`src/hdl/ts2e_pkg.sv`:
```
package ts2e_pkg;

    localparam int YEAR_W  = 14;
    localparam int FLD_W   = 7;
    localparam int FRAC_W  = 20;
    localparam int EPOCH_W = 39;
    localparam int CNT_W   = 3;
    localparam int Q_DEPTH = 2;

    localparam logic [7:0] CH_ZERO  = 8'h30;
    localparam logic [7:0] CH_NINE  = 8'h39;
    localparam logic [7:0] CH_DASH  = 8'h2d;
    localparam logic [7:0] CH_PLUS  = 8'h2b;
    localparam logic [7:0] CH_COLON = 8'h3a;
    localparam logic [7:0] CH_DOT   = 8'h2e;
    localparam logic [7:0] CH_COMMA = 8'h2c;
    localparam logic [7:0] CH_T     = 8'h54;
    localparam logic [7:0] CH_UZ    = 8'h5a;
    localparam logic [7:0] CH_LZ    = 8'h7a;

    localparam logic [CNT_W-1:0] YEAR_DIGITS  = 3'd4;
    localparam logic [CNT_W-1:0] FIELD_DIGITS = 3'd2;
    localparam logic [CNT_W-1:0] FRAC_DIGITS  = 3'd6;

    localparam logic [FLD_W-1:0] MONTH_MAX  = 7'd12;
    localparam logic [FLD_W-1:0] DAY_MAX    = 7'd31;
    localparam logic [FLD_W-1:0] HOUR_MAX   = 7'd23;
    localparam logic [FLD_W-1:0] MINUTE_MAX = 7'd59;
    localparam logic [FLD_W-1:0] SECOND_MAX = 7'd60;

    // x / 100 == (x * 5243) >> 19 for x below 43690
    localparam logic [12:0] DIV100_MUL  = 13'd5243;
    localparam int          DIV100_SH   = 19;
    localparam logic [16:0] SEC_PER_DAY = 17'd86400;
    // 719468 + 146097 (epoch offset plus the extra era added to the year)
    localparam logic [19:0] DAY_BIAS    = 20'd865565;

    typedef enum logic [10:0] {
        PH_YEAR       = 11'b000_0000_0001,
        PH_MONTH      = 11'b000_0000_0010,
        PH_DAY        = 11'b000_0000_0100,
        PH_HOUR       = 11'b000_0000_1000,
        PH_MINUTE     = 11'b000_0001_0000,
        PH_SECOND     = 11'b000_0010_0000,
        PH_FRAC_FIRST = 11'b000_0100_0000,
        PH_FRAC       = 11'b000_1000_0000,
        PH_ZONE_HOUR  = 11'b001_0000_0000,
        PH_ZONE_MIN   = 11'b010_0000_0000,
        PH_DONE       = 11'b100_0000_0000
    } t_phase;

    typedef struct packed {
        logic              ok;
        logic [YEAR_W-1:0] year;
        logic [FLD_W-1:0]  month;
        logic [FLD_W-1:0]  day;
        logic [FLD_W-1:0]  hour;
        logic [FLD_W-1:0]  minute;
        logic [FLD_W-1:0]  second;
        logic [FRAC_W-1:0] frac;
        logic              zneg;
        logic [FLD_W-1:0]  zh;
        logic [FLD_W-1:0]  zm;
    } t_req;

    function automatic logic [16:0] frac_scale(input logic [CNT_W-1:0] place);
        logic [16:0] s;
        case (place)
            3'd0:    s = 17'd100000;
            3'd1:    s = 17'd10000;
            3'd2:    s = 17'd1000;
            3'd3:    s = 17'd100;
            3'd4:    s = 17'd10;
            3'd5:    s = 17'd1;
            default: s = 17'd0;
        endcase
        return s;
    endfunction

    // days from march 1 to the first of the month
    function automatic logic [8:0] month_days(input logic [FLD_W-1:0] m);
        logic [8:0] d;
        case (m)
            7'd3:    d = 9'd0;
            7'd4:    d = 9'd31;
            7'd5:    d = 9'd61;
            7'd6:    d = 9'd92;
            7'd7:    d = 9'd122;
            7'd8:    d = 9'd153;
            7'd9:    d = 9'd184;
            7'd10:   d = 9'd214;
            7'd11:   d = 9'd245;
            7'd12:   d = 9'd275;
            7'd1:    d = 9'd306;
            7'd2:    d = 9'd337;
            default: d = 9'd0;
        endcase
        return d;
    endfunction

endpackage

```
`src/hdl/ts2e_front.sv`:
```
module ts2e_front (
    input  logic            i_clk,
    input  logic            i_rst_n,
    input  logic            i_in_valid,
    output logic            o_in_ready,
    input  logic [7:0]      i_char_code,
    input  logic            i_is_last,
    input  logic            i_q_full,
    output logic            o_push,
    output ts2e_pkg::t_req  o_req
);
    import ts2e_pkg::*;

    t_phase             r_phase, n_phase;
    logic [CNT_W-1:0]   r_cnt, n_cnt;
    logic [YEAR_W-1:0]  r_year, n_year;
    logic [FLD_W-1:0]   r_month, n_month, r_day, n_day, r_hour, n_hour;
    logic [FLD_W-1:0]   r_minute, n_minute, r_second, n_second;
    logic [FLD_W-1:0]   r_zh, n_zh, r_zm, n_zm;
    logic [FRAC_W-1:0]  r_frac, n_frac;
    logic [CNT_W-1:0]   r_place, n_place;
    logic               r_zneg, n_zneg;
    logic               r_fail, n_fail;

    logic               w_take;
    logic               w_dig;
    logic [3:0]         w_d;
    logic [YEAR_W-1:0]  w_cur;
    logic [YEAR_W-1:0]  w_acc;
    logic [7:0]         w_sep;
    t_phase             w_next;
    logic [CNT_W-1:0]   w_maxd;
    logic               w_zone_z;
    logic               w_zone_sign;
    logic               w_ok;

    assign o_in_ready  = !i_q_full;
    assign w_take      = i_in_valid && o_in_ready;
    assign o_push      = w_take && i_is_last;
    assign w_dig       = (i_char_code >= CH_ZERO) && (i_char_code <= CH_NINE);
    assign w_d         = i_char_code[3:0];
    assign w_acc       = YEAR_W'(w_cur * 4'd10) + YEAR_W'(w_d);
    assign w_zone_z    = (i_char_code == CH_UZ) || (i_char_code == CH_LZ);
    assign w_zone_sign = (i_char_code == CH_PLUS) || (i_char_code == CH_DASH);

    always_comb begin
        w_cur  = '0;
        w_sep  = CH_DASH;
        w_next = PH_DONE;
        w_maxd = FIELD_DIGITS;
        case (r_phase)
            PH_YEAR: begin
                w_cur  = r_year;
                w_next = PH_MONTH;
                w_maxd = YEAR_DIGITS;
            end
            PH_MONTH: begin
                w_cur  = YEAR_W'(r_month);
                w_next = PH_DAY;
            end
            PH_DAY: begin
                w_cur  = YEAR_W'(r_day);
                w_sep  = CH_T;
                w_next = PH_HOUR;
            end
            PH_HOUR: begin
                w_cur  = YEAR_W'(r_hour);
                w_sep  = CH_COLON;
                w_next = PH_MINUTE;
            end
            PH_MINUTE: begin
                w_cur  = YEAR_W'(r_minute);
                w_sep  = CH_COLON;
                w_next = PH_SECOND;
            end
            PH_SECOND: begin
                w_cur  = YEAR_W'(r_second);
            end
            PH_ZONE_HOUR: begin
                w_cur  = YEAR_W'(r_zh);
                w_sep  = CH_COLON;
                w_next = PH_ZONE_MIN;
            end
            PH_ZONE_MIN: begin
                w_cur  = YEAR_W'(r_zm);
            end
            default: ;
        endcase
    end

    always_comb begin
        n_phase  = r_phase;
        n_cnt    = r_cnt;
        n_year   = r_year;
        n_month  = r_month;
        n_day    = r_day;
        n_hour   = r_hour;
        n_minute = r_minute;
        n_second = r_second;
        n_frac   = r_frac;
        n_place  = r_place;
        n_zneg   = r_zneg;
        n_zh     = r_zh;
        n_zm     = r_zm;
        n_fail   = r_fail;

        if (w_take && !r_fail) begin
            if (w_dig && !(r_phase == PH_FRAC_FIRST || r_phase == PH_FRAC)
                    && r_phase != PH_DONE) begin
                if (r_cnt >= w_maxd) begin
                    n_fail = 1'b1;
                end else begin
                    n_cnt = r_cnt + 3'd1;
                    case (r_phase)
                        PH_YEAR:      n_year   = w_acc;
                        PH_MONTH:     n_month  = w_acc[FLD_W-1:0];
                        PH_DAY:       n_day    = w_acc[FLD_W-1:0];
                        PH_HOUR:      n_hour   = w_acc[FLD_W-1:0];
                        PH_MINUTE:    n_minute = w_acc[FLD_W-1:0];
                        PH_SECOND:    n_second = w_acc[FLD_W-1:0];
                        PH_ZONE_HOUR: n_zh     = w_acc[FLD_W-1:0];
                        PH_ZONE_MIN:  n_zm     = w_acc[FLD_W-1:0];
                        default: ;
                    endcase
                end
            end else begin
                case (r_phase)
                    PH_YEAR, PH_MONTH, PH_DAY, PH_HOUR, PH_MINUTE, PH_ZONE_HOUR: begin
                        if (i_char_code == w_sep && r_cnt != '0) begin
                            n_phase = w_next;
                            n_cnt   = '0;
                        end else begin
                            n_fail = 1'b1;
                        end
                    end
                    PH_SECOND: begin
                        if (r_cnt == '0) begin
                            n_fail = 1'b1;
                        end else if (i_char_code == CH_DOT || i_char_code == CH_COMMA) begin
                            n_phase = PH_FRAC_FIRST;
                            n_cnt   = '0;
                        end else if (w_zone_z) begin
                            n_phase = PH_DONE;
                            n_cnt   = '0;
                        end else if (w_zone_sign) begin
                            n_zneg  = (i_char_code == CH_DASH);
                            n_phase = PH_ZONE_HOUR;
                            n_cnt   = '0;
                        end else begin
                            n_fail = 1'b1;
                        end
                    end
                    PH_FRAC_FIRST, PH_FRAC: begin
                        if (w_dig) begin
                            if (r_place < FRAC_DIGITS) begin
                                n_frac  = r_frac + FRAC_W'(w_d * frac_scale(r_place));
                                n_place = r_place + 3'd1;
                            end
                            n_phase = PH_FRAC;
                        end else if (r_phase == PH_FRAC && w_zone_z) begin
                            n_phase = PH_DONE;
                            n_cnt   = '0;
                        end else if (r_phase == PH_FRAC && w_zone_sign) begin
                            n_zneg  = (i_char_code == CH_DASH);
                            n_phase = PH_ZONE_HOUR;
                            n_cnt   = '0;
                        end else begin
                            n_fail = 1'b1;
                        end
                    end
                    default: n_fail = 1'b1;
                endcase
            end
        end

        w_ok = !n_fail
            && (n_phase == PH_DONE || (n_phase == PH_ZONE_MIN && n_cnt != '0))
            && n_month >= 7'd1 && n_month <= MONTH_MAX
            && n_day >= 7'd1 && n_day <= DAY_MAX
            && n_hour <= HOUR_MAX && n_minute <= MINUTE_MAX && n_second <= SECOND_MAX
            && n_zh <= HOUR_MAX && n_zm <= MINUTE_MAX;

        o_req.ok     = w_ok;
        o_req.year   = n_year;
        o_req.month  = n_month;
        o_req.day    = n_day;
        o_req.hour   = n_hour;
        o_req.minute = n_minute;
        o_req.second = n_second;
        o_req.frac   = n_frac;
        o_req.zneg   = n_zneg;
        o_req.zh     = n_zh;
        o_req.zm     = n_zm;

        if (o_push) begin
            n_phase  = PH_YEAR;
            n_cnt    = '0;
            n_year   = '0;
            n_month  = '0;
            n_day    = '0;
            n_hour   = '0;
            n_minute = '0;
            n_second = '0;
            n_frac   = '0;
            n_place  = '0;
            n_zneg   = 1'b0;
            n_zh     = '0;
            n_zm     = '0;
            n_fail   = 1'b0;
        end
    end

    always_ff @(posedge i_clk) begin
        if (!i_rst_n) begin
            r_phase  <= PH_YEAR;
            r_cnt    <= '0;
            r_year   <= '0;
            r_month  <= '0;
            r_day    <= '0;
            r_hour   <= '0;
            r_minute <= '0;
            r_second <= '0;
            r_frac   <= '0;
            r_place  <= '0;
            r_zneg   <= 1'b0;
            r_zh     <= '0;
            r_zm     <= '0;
            r_fail   <= 1'b0;
        end else begin
            r_phase  <= n_phase;
            r_cnt    <= n_cnt;
            r_year   <= n_year;
            r_month  <= n_month;
            r_day    <= n_day;
            r_hour   <= n_hour;
            r_minute <= n_minute;
            r_second <= n_second;
            r_frac   <= n_frac;
            r_place  <= n_place;
            r_zneg   <= n_zneg;
            r_zh     <= n_zh;
            r_zm     <= n_zm;
            r_fail   <= n_fail;
        end
    end

endmodule

```
`src/hdl/ts2e_queue.sv`:
```
module ts2e_queue (
    input  logic            i_clk,
    input  logic            i_rst_n,
    input  logic            i_push,
    input  ts2e_pkg::t_req  i_data,
    output logic            o_full,
    input  logic            i_pop,
    output ts2e_pkg::t_req  o_data,
    output logic            o_empty
);
    import ts2e_pkg::*;

    localparam int AW = (Q_DEPTH > 1) ? $clog2(Q_DEPTH) : 1;
    localparam int CW = $clog2(Q_DEPTH + 1);

    t_req            r_mem [Q_DEPTH];
    logic [AW-1:0]   r_wr, n_wr, r_rd, n_rd;
    logic [CW-1:0]   r_cnt, n_cnt;

    assign o_full  = (r_cnt == CW'(Q_DEPTH));
    assign o_empty = (r_cnt == '0);
    assign o_data  = r_mem[r_rd];

    always_comb begin
        n_wr  = r_wr;
        n_rd  = r_rd;
        n_cnt = r_cnt;
        if (i_push) begin
            n_wr = (r_wr == AW'(Q_DEPTH - 1)) ? '0 : r_wr + 1'b1;
        end
        if (i_pop) begin
            n_rd = (r_rd == AW'(Q_DEPTH - 1)) ? '0 : r_rd + 1'b1;
        end
        case ({i_push, i_pop})
            2'b10:   n_cnt = r_cnt + 1'b1;
            2'b01:   n_cnt = r_cnt - 1'b1;
            default: ;
        endcase
    end

    always_ff @(posedge i_clk) begin
        if (!i_rst_n) begin
            r_wr  <= '0;
            r_rd  <= '0;
            r_cnt <= '0;
        end else begin
            r_wr  <= n_wr;
            r_rd  <= n_rd;
            r_cnt <= n_cnt;
        end
    end

    always_ff @(posedge i_clk) begin
        if (i_push) begin
            r_mem[r_wr] <= i_data;
        end
    end

endmodule

```
`src/hdl/ts2e_back.sv`:
```
module ts2e_back (
    input  logic                                 i_clk,
    input  logic                                 i_rst_n,
    input  logic                                 i_empty,
    output logic                                 o_pop,
    input  ts2e_pkg::t_req                       i_req,
    output logic                                 o_out_valid,
    input  logic                                 i_out_ready,
    output logic                                 o_valid_res,
    output logic signed [ts2e_pkg::EPOCH_W-1:0]  o_epoch_seconds,
    output logic        [ts2e_pkg::FRAC_W-1:0]   o_micro_seconds
);
    import ts2e_pkg::*;

    typedef enum logic [4:0] {
        ST_IDLE  = 5'b00001,
        ST_MUL   = 5'b00010,
        ST_DAYS  = 5'b00100,
        ST_SCALE = 5'b01000,
        ST_SUM   = 5'b10000
    } t_state;

    t_state                    r_st, n_st;
    logic                      r_out_valid, n_out_valid;
    logic                      w_load;

    logic                      r_ok;
    logic [YEAR_W-1:0]         r_yy;
    logic [8:0]                r_doy;
    logic [FLD_W-1:0]          r_hour, r_minute, r_second, r_zh, r_zm;
    logic                      r_zneg;
    logic [FRAC_W-1:0]         r_frac;

    logic [21:0]               r_p365;
    logic [26:0]               r_p100;
    logic [24:0]               r_p400;
    logic [18:0]               r_hs;
    logic [12:0]               r_ms;
    logic [18:0]               r_zs;

    logic signed [24:0]        r_days;
    logic signed [20:0]        r_tod;
    logic signed [EPOCH_W-1:0] r_dsec;

    logic [24:0]               w_days;
    logic [20:0]               w_pos;

    logic                      r_res;
    logic signed [EPOCH_W-1:0] r_epoch;
    logic [FRAC_W-1:0]         r_micro;

    assign o_pop           = (r_st == ST_IDLE) && !i_empty;
    assign w_load          = (r_st == ST_SUM) && (!r_out_valid || i_out_ready);
    assign o_out_valid     = r_out_valid;
    assign o_valid_res     = r_res;
    assign o_epoch_seconds = r_epoch;
    assign o_micro_seconds = r_micro;

    assign w_days = 25'(r_p365) + 25'(r_yy[YEAR_W-1:2])
                  - 25'(r_p100[26:DIV100_SH]) + 25'(r_p400[24:DIV100_SH])
                  + 25'(r_doy) - 25'(DAY_BIAS);
    assign w_pos  = 21'(r_hs) + 21'(r_ms);

    always_comb begin
        n_st        = r_st;
        n_out_valid = r_out_valid;
        if (r_out_valid && i_out_ready) begin
            n_out_valid = 1'b0;
        end
        case (r_st)
            ST_IDLE:  if (!i_empty) n_st = ST_MUL;
            ST_MUL:   n_st = ST_DAYS;
            ST_DAYS:  n_st = ST_SCALE;
            ST_SCALE: n_st = ST_SUM;
            ST_SUM: begin
                if (w_load) begin
                    n_st        = ST_IDLE;
                    n_out_valid = 1'b1;
                end
            end
            default:  n_st = ST_IDLE;
        endcase
    end

    always_ff @(posedge i_clk) begin
        if (!i_rst_n) begin
            r_st        <= ST_IDLE;
            r_out_valid <= 1'b0;
        end else begin
            r_st        <= n_st;
            r_out_valid <= n_out_valid;
        end
    end

    always_ff @(posedge i_clk) begin
        if (o_pop) begin
            r_ok     <= i_req.ok;
            r_yy     <= i_req.year + YEAR_W'(400)
                        - YEAR_W'(i_req.month <= 7'd2);
            r_doy    <= month_days(i_req.month) + 9'(i_req.day) - 9'd1;
            r_hour   <= i_req.hour;
            r_minute <= i_req.minute;
            r_second <= i_req.second;
            r_zh     <= i_req.zh;
            r_zm     <= i_req.zm;
            r_zneg   <= i_req.zneg;
            r_frac   <= i_req.frac;
        end
        if (r_st == ST_MUL) begin
            r_p365 <= 22'(r_yy * 9'd365);
            r_p100 <= 27'(r_yy * DIV100_MUL);
            r_p400 <= 25'(r_yy[YEAR_W-1:2] * DIV100_MUL);
            r_hs   <= 19'(r_hour * 12'd3600);
            r_ms   <= 13'(r_minute * 6'd60) + 13'(r_second);
            r_zs   <= 19'(r_zh * 12'd3600) + 19'(r_zm * 6'd60);
        end
        if (r_st == ST_DAYS) begin
            r_days <= $signed(w_days);
            r_tod  <= r_zneg ? $signed(w_pos + 21'(r_zs)) : $signed(w_pos - 21'(r_zs));
        end
        if (r_st == ST_SCALE) begin
            r_dsec <= EPOCH_W'(r_days * $signed({1'b0, SEC_PER_DAY}));
        end
        if (w_load) begin
            r_res   <= r_ok;
            r_epoch <= r_ok ? r_dsec + EPOCH_W'(r_tod) : '0;
            r_micro <= r_ok ? r_frac : '0;
        end
    end

endmodule

```
`src/hdl/timestamp_text_to_epoch.sv`:
```
// channel | valid      | ready       | payload
// in      | i_in_valid | o_in_ready  | i_char_code, i_is_last
// out     | o_out_valid| i_out_ready | o_valid_res, o_epoch_seconds, o_micro_seconds
//
// characters are taken one per cycle unless stalled; the front holds no wait states
// a string's last character queues its fields; the epoch unit then takes
// five steps per string (pop, products, day count, day scaling, final sum)
// the queue holds two strings; the front stalls only while it is full
// synchronous active-low reset returns the parser to the first year digit
// a waiting result in the output register does not block the epoch unit start
module timestamp_text_to_epoch (
    input  logic                                 i_clk,
    input  logic                                 i_rst_n,
    input  logic                                 i_in_valid,
    output logic                                 o_in_ready,
    input  logic [7:0]                           i_char_code,
    input  logic                                 i_is_last,
    output logic                                 o_out_valid,
    input  logic                                 i_out_ready,
    output logic                                 o_valid_res,
    output logic signed [ts2e_pkg::EPOCH_W-1:0]  o_epoch_seconds,
    output logic        [ts2e_pkg::FRAC_W-1:0]   o_micro_seconds
);
    import ts2e_pkg::*;

    logic w_push, w_full, w_pop, w_empty;
    t_req w_req_in, w_req_out;

    ts2e_front u_front (
        .i_clk       (i_clk),
        .i_rst_n     (i_rst_n),
        .i_in_valid  (i_in_valid),
        .o_in_ready  (o_in_ready),
        .i_char_code (i_char_code),
        .i_is_last   (i_is_last),
        .i_q_full    (w_full),
        .o_push      (w_push),
        .o_req       (w_req_in)
    );

    ts2e_queue u_queue (
        .i_clk   (i_clk),
        .i_rst_n (i_rst_n),
        .i_push  (w_push),
        .i_data  (w_req_in),
        .o_full  (w_full),
        .i_pop   (w_pop),
        .o_data  (w_req_out),
        .o_empty (w_empty)
    );

    ts2e_back u_back (
        .i_clk           (i_clk),
        .i_rst_n         (i_rst_n),
        .i_empty         (w_empty),
        .o_pop           (w_pop),
        .i_req           (w_req_out),
        .o_out_valid     (o_out_valid),
        .i_out_ready     (i_out_ready),
        .o_valid_res     (o_valid_res),
        .o_epoch_seconds (o_epoch_seconds),
        .o_micro_seconds (o_micro_seconds)
    );

    a_no_push_full: assert property (@(posedge i_clk) disable iff (!i_rst_n)
        w_push |-> !w_full)
        else $error("push into full queue");

    a_no_pop_empty: assert property (@(posedge i_clk) disable iff (!i_rst_n)
        w_pop |-> !w_empty)
        else $error("pop from empty queue");

    a_fail_zero: assert property (@(posedge i_clk) disable iff (!i_rst_n)
        (o_out_valid && !o_valid_res) |-> (o_epoch_seconds == '0 && o_micro_seconds == '0))
        else $error("failed beat carries nonzero fields");

endmodule
```
`config.mk`:
```
export PLATFORM = sky130hd
export DESIGN_NAME = timestamp_text_to_epoch
export DESIGN_NICKNAME = d
export VERILOG_FILES = /design/src/hdl/ts2e_pkg.sv /design/src/hdl/ts2e_front.sv /design/src/hdl/ts2e_queue.sv /design/src/hdl/ts2e_back.sv /design/src/hdl/timestamp_text_to_epoch.sv
export SDC_FILE = /design/constraint.sdc
export NUM_CORES = 2
export LEC_CHECK = 0
export BUFFER_PORTS_ARGS = -buffer_cell sky130_fd_sc_hd__buf_2
export CORE_ASPECT_RATIO = 0.9
export CORE_UTILIZATION = 45
export CTS_CLUSTER_DIAMETER = 60
export DETAILED_ROUTE_END_ITERATION = 8
export PLACE_DENSITY = 0.68
export SKIP_LAST_GASP = 1
export SYNTH_ARGS = -nofsm -noshare
export SYNTH_HDL_FRONTEND = slang
export SYNTH_HIERARCHICAL = 1
export SYNTH_SLANG_ARGS = --single-unit
```
`constraint.sdc`:
```
create_clock -name i_clk -period 8.55 [get_ports i_clk]
set_input_delay 0.855 -clock i_clk [delete_from_list [all_inputs] [get_ports i_clk]]
set_output_delay 0.855 -clock i_clk [all_outputs]
set_load 0.005 [all_outputs]
```
## After elaboration in Yosys (flattened, before gate mapping)

Memory sizes are Yosys's and may differ from the RTL's. A register that Yosys moved wholly into a read port is not among the register bits.
Cells that the tools add are included.

| operators by class | value |
|---|---|
| reductions and logical operators | 48 |
| muxes and demuxes | 108 |
| equal/unequal tests | 35 |
| add/subtract/negate cells | 23 |
| order comparisons | 14 |
| $mul | 10 |
| bitwise operators | 2 |

Operators by type and width:

| kind | count |
|---|---|
| $mux W7 | 28 |
| $pmux W14 S8 | 1 |
| $mux W11 | 10 |
| $pmux W17 S6 | 1 |
| $mux W20 | 5 |
| $mux W17 | 5 |
| $pmux W11 S6 | 1 |
| $mux W14 | 4 |
| $add A39 B39 Y39 | 1 |
| $mux W3 | 12 |
| $pmux W11 S3 | 1 |
| $eq A8 B6 Y1 const B | 4 |
| $mul A25 B11 Y32 const B | 1 |
| $mul A7 B8 Y15 const B | 2 |
| $mux W1 | 29 |
| $mul A14 B13 Y27 const B | 1 |
| $add A25 B6 Y25 | 1 |
| $add A25 B9 Y25 | 1 |
| $mul A12 B13 Y25 const B | 1 |
| $pmux W5 S5 | 1 |
| $sub A25 B20 Y25 const B | 1 |
| $sub A25 B8 Y25 | 1 |
| $add A22 B12 Y23 | 1 |
| $logic_and A1 B1 Y1 | 23 |
| other kinds (74) | 104 |

| word-level totals | value |
|---|---|
| bits of input ports | 13 |
| memories | 2 |
| register bits after elaboration | 451 |
| RAM bits | 170 |
| logic and storage cells | 283 |
| output and inout bits | 62 |
| bits in read-only memories | 144 |

Memory list:

| name | depth | width | read ports | clocked after Yosys merged registers in | write ports | line | text |
|---|---|---|---|---|---|---|---|
| u_queue.r_mem | 2 | 85 | 1 | 1 | 1 | ts2e_queue.sv:16 | `t_req r_mem [Q_DEPTH];` |
| (no name shown) | 16 | 9 | 1 | 0 | 0 | ts2e_pkg.sv:83 | `case (m)` |

## Depth between registers and ports, before layout

| depth | value |
|---|---|
| word-level depth | 22 |
| depth in mapped cells | 22 |
| depth with buffers taken out | 22 |

## Hierarchy

Netlist, hierarchy kept.

By module, submodules not included:

| module | sequential area each (um^2) | area each (um^2) | times used | cells an instance |
|---|---|---|---|---|
| ts2e_back | 9098.7 | 31366.3 | 1 | 2947 |
| ts2e_front | 2042.0 | 8794.7 | 1 | 1109 |
| ts2e_queue | 5205.0 | 6336.1 | 1 | 286 |

## Least setup slack after synthesis

OpenSTA, ideal clock, no wires.

| path | value |
|---|---|
| path type | register -> register |
| start | reg u_back.r_st[2] |
| end | reg u_back.r_st[0] |
| slack | 1.081 ns |
| path buffers | 0 |
| library setup time | 0.124 ns |
| clock period less this slack | 7.469 ns |
| cell stages (with the launch flop) | 5 |
| data arrival time | 7.345 ns |
| required time | 8.426 ns |
| cells stage by stage | dfxtp_1 or3_1 nor3b_1 or4_1 nand3_1 |

| between the ends | value |
|---|---|
| cells in the longest elaborated chain, start to end | 4 |
| elaborated cells between the ends (all ways) | 10 |
| those cells by class | 7 x eq/ne; 1 x mux; 2 x reduce/logical |

Ends and longest elaborated chain:

| what | line | text |
|---|---|---|
| from (decl) | ts2e_back.sv:23 | `t_state r_st, n_st;` |
| from (signal assigned) | ts2e_back.sv:90 | `r_st <= n_st;` |
| $eq A5 B5 Y1 | ts2e_back.sv:53, ts2e_back.sv:70 |  |
| $logic_and A1 B1 Y1 | ts2e_back.sv:53 | `assign w_load = (r_st == ST_SUM) && (!r_out_valid \|\| i_out_ready);` |
| $ne A2 B1 Y1 (no source line) | - |  |
| $reduce_and A2 Y1 (no source line) | - |  |

Several ways; a longest one is shown, not always the timed one.
A chain may end at the register's enable or synchronous reset.

## Final worst setup path

| path | value |
|---|---|
| start | reg u_back.r_yy[8] |
| end | reg u_back.r_p100[26], data pin |

| between the ends | value |
|---|---|
| cells in the longest elaborated chain, start to end | 1 |

Ends and longest elaborated chain:

| what | line | text |
|---|---|---|
| from (decl) | ts2e_back.sv:28 | `logic [YEAR_W-1:0] r_yy;` |
| from (signal assigned) | ts2e_back.sv:98 | `r_yy <= i_req.year + YEAR_W'(400)` |
| $mul A14 B13 Y27 | ts2e_back.sv:111 | `r_p100 <= 27'(r_yy * DIV100_MUL);` |
| to (signal assigned) | ts2e_back.sv:111 |  |
| to (decl) | ts2e_back.sv:35 | `logic [26:0] r_p100;` |

No other way between the ends.

==> out/summary.txt <==
Outcome - finished, final reports clean
Initial Utilization - 45.55%
Crit-path slowest cell - ha_1
Drt first pass iters - 7
Post-synth EDFFs - 469
Crit Reg-Reg Endpoint - u_back/r_p100[26]
Hold Crit Class - reg -> reg
Yosys warns - 6
Via-to-Cell Ratio - 5.195
Final hold slack - 420.4 ps
Endpoints failing hold - 0
Cell count after synthesis - 4342
Vias - 30290
Met1 Usage GRT - 26.51%
CP Launch Type - flip-flop
Clock Path Buffers - 3
Layout cells sized above 1 - 8.249%
Register-to-Register Path Depth - 19
Antenna Nets Post-Route - 0
GRT busiest layer - met2
IO Count - 75
Max stage delay on crit path - 670 ps
Hpwl dp - 74.81 mm
Hold Buf Count CTS - 0
Final period utilization - 71.21%
Crit path from - u_back/r_yy[8]
Largest net degree at the start of global routing - 87
Vias in the first global route - 29860
Slew @ Worst Pin - 1138 ps
Reg2Reg Setup Slack - 2460 ps
Critical path's top delay family - adder cells
Primary FF master, synth - edfxtp_1
Drt first-iter violations - 2103
TritonCTS clock tree - built
Synth Cell Area - 0.04650 mm²
Worst setup path category - reg -> reg
Worst Min Path Start - u_back/r_second[0]
#FFs+latches synth - 582
Total negative setup slack - 0 ps
Syn avg cell area - 10.71 µm²
Seq/Total Area, Yosys - 35.15%
Clock sink total - 582
GRT Util Overall - 18.48%
Layout Nets - 5362
Die Wd - 340.8 µm
Gp weighted congestion - 0.9254
Final min period - 6088 ps
GR met2 Demand/Resource - 29.52%
Reg clk slew, reported paths - 60 ps
Max-cap violations - 0
CP Capture Type - flip-flop
Routed Wire Length - 95.14 mm
Die ar. - 0.1046 mm²
Synth cell types - 96
Critical Path RT - 8930 ps
H-tree Lvls - 3
Worst R2R Start - u_back/r_yy[8]
Buf/Inv on CP - 4
Post-synth ARST share - 0%
Clk Latency, worst-skew pair - 650 ps
Fmax - 164.2 MHz
RSZ-0062 raised after global routing - false
Worst path cell trace - ha_1 > inv_1 > fa_1 > inv_1 > fa_1 > inv_1 > fa_1 > fa_1 > inv_1 > ha_1 > a21o_1 > a21o_1 > a21oi_1 > nor2_1 > o41ai_1 > a31oi_1 > a21oi_1 > o21bai_1 > xnor2_1
Clk_skew - 55.88 ps
CTS resizes - 0
# DRC - 0
DR WL/cell - 16.32 µm
Worst slack, placed - 2487 ps
CORE AREA - 0.1021 mm²
Mapped Nets - 5287
CP Max Fanout - 8
Final Setup Violations - 0
Fin util - 49.87%
Crit path to - u_back/r_p100[26]
Commonest non-fill, non-tap cell in the layout - inv_1
FP Rows - 111
Slew HR - 23.55%
GRT Residual Overflow - 0
IO Port Bufs - 74
Die height - 307.0 µm
Antenna violations before repair - 2
Final slew viol count - 0
Final WS setup - 2462 ps
Setup Buffers After CTS - 0
Critical path arrival - 6470 ps
Area grow syn2layout - 9.475%
CTS Root Buffer Type - clkbuf_16
Most frequent cells in the layout - inv_1 (739), ha_1 (633), edfxtp_1 (469)
Global-route track usage on met3 - 2.689%
WP depth - 19
Global-route wire length before repair - 156.0 mm
TritonCTS Buffers - 69
==> cell type report <==
type | instances | area, µm²
Tap cell | 1356 | 1697
Antenna cell | 2 | 5.005
Fill cell | 9030 | 51180
Inverter | 739 | 2774
Timing Repair Buffer | 89 | 483.0
Multi-Input combinational cell | 2936 | 27040
Clock inverter | 43 | 716.9
Sequential cell | 582 | 16350
Clock buffer | 84 | 1833
==> sequential cells by signal, summed over array words and instances (netlist names), 14 cells and up, named ones only <==
register,cells
u_back/o_epoch_seconds,39
u_back/o_micro_seconds,20
u_back/r_days,25
u_back/r_dsec,32
u_back/r_frac,20
u_back/r_hs,15
u_back/r_p365,22
u_back/r_tod,21
u_back/r_yy,14
u_back/r_zs,17
u_front/r_frac,20
u_front/r_year,14
u_queue/r_mem,170
==> metrics by stage <==
step,area [µm²],std cells
after floorplan,46500,4342
after global placement,48350,5702
after detailed placement,48350,5702
after CTS,50900,5829
after global routing,50900,5829
final,50900,5831
==> logic make-up after synthesis <==
group	count (synthesis)	synth area share, %
flip-flops	582	35.15
XOR/XNOR	271	5.105
adder cells (fa/ha/maj)	932	29.91
buffers and inverters	824	6.778
AO/OA/AOI/OAI	724	10.17
multiplexers	119	2.836
AND/OR/NAND/NOR	890	10.05
==> synthesized netlist by cell type (22+ instances only) <==
| library cell | number | area (µm²) |
|---|---|---|
| o21a_1 | 36 | 270.3 |
| mux2_2 | 102 | 1149 |
| nor2b_1 | 107 | 669.4 |
| o21bai_1 | 41 | 307.8 |
| and3_1 | 38 | 237.7 |
| nand2_1 | 208 | 780.8 |
| ha_1 | 633 | 7920 |
| xnor2_1 | 181 | 1585 |
| dfxtp_1 | 113 | 2262 |
| nand3_1 | 62 | 310.3 |
| fa_1 | 299 | 5986 |
| edfxtp_1 | 469 | 14080 |
| a31oi_1 | 29 | 181.4 |
| a21o_1 | 83 | 623.1 |
| nor3_1 | 51 | 255.2 |
| nor2_1 | 184 | 690.7 |
| a21oi_1 | 205 | 1026 |
| clkbuf_1 | 65 | 244.0 |
| and2_1 | 84 | 525.5 |
| xor2_1 | 90 | 788.3 |
| o21ai_0 | 151 | 755.7 |
| inv_1 | 739 | 2774 |
| nand2b_1 | 22 | 137.6 |
==> worst min path at each step <==
stage | endpoint | slack, ps | cells past startpoint
finish | u_back/r_ms[0] | 420 | 0
global route | u_back/r_ms[0] | 420 | 0
CTS | u_back/r_ms[0] | 420 | 0
detailed placement | u_back/r_ms[0] | 410 | 0
global placement | u_back/r_ms[0] | 400 | 0
floorplan | u_back/r_ms[0] | 400 | 0
==> worst register-to-register path, cell delays in order (launching register included) <==
cell	delay [ps]
edfxtp_1	570
ha_1	670
inv_1	120
fa_1	520
inv_1	50
fa_1	510
inv_1	50
fa_1	480
fa_1	540
inv_1	40
ha_1	320
a21o_1	170
a21o_1	170
a21oi_1	170
nor2_1	70
o41ai_1	590
a31oi_1	270
a21oi_1	280
o21bai_1	110
xnor2_1	130
==> layer usage <==
layer  vias up  wire length, µm
met2       660            42750
met5         -                0
met3       111             4621
met4         0             1649
li1      15060                -
met1     14460            46110
Power is left out: the tool's default activity adds up to more than one toggle a clock period on the data nets, which glitch-free logic cannot reach.
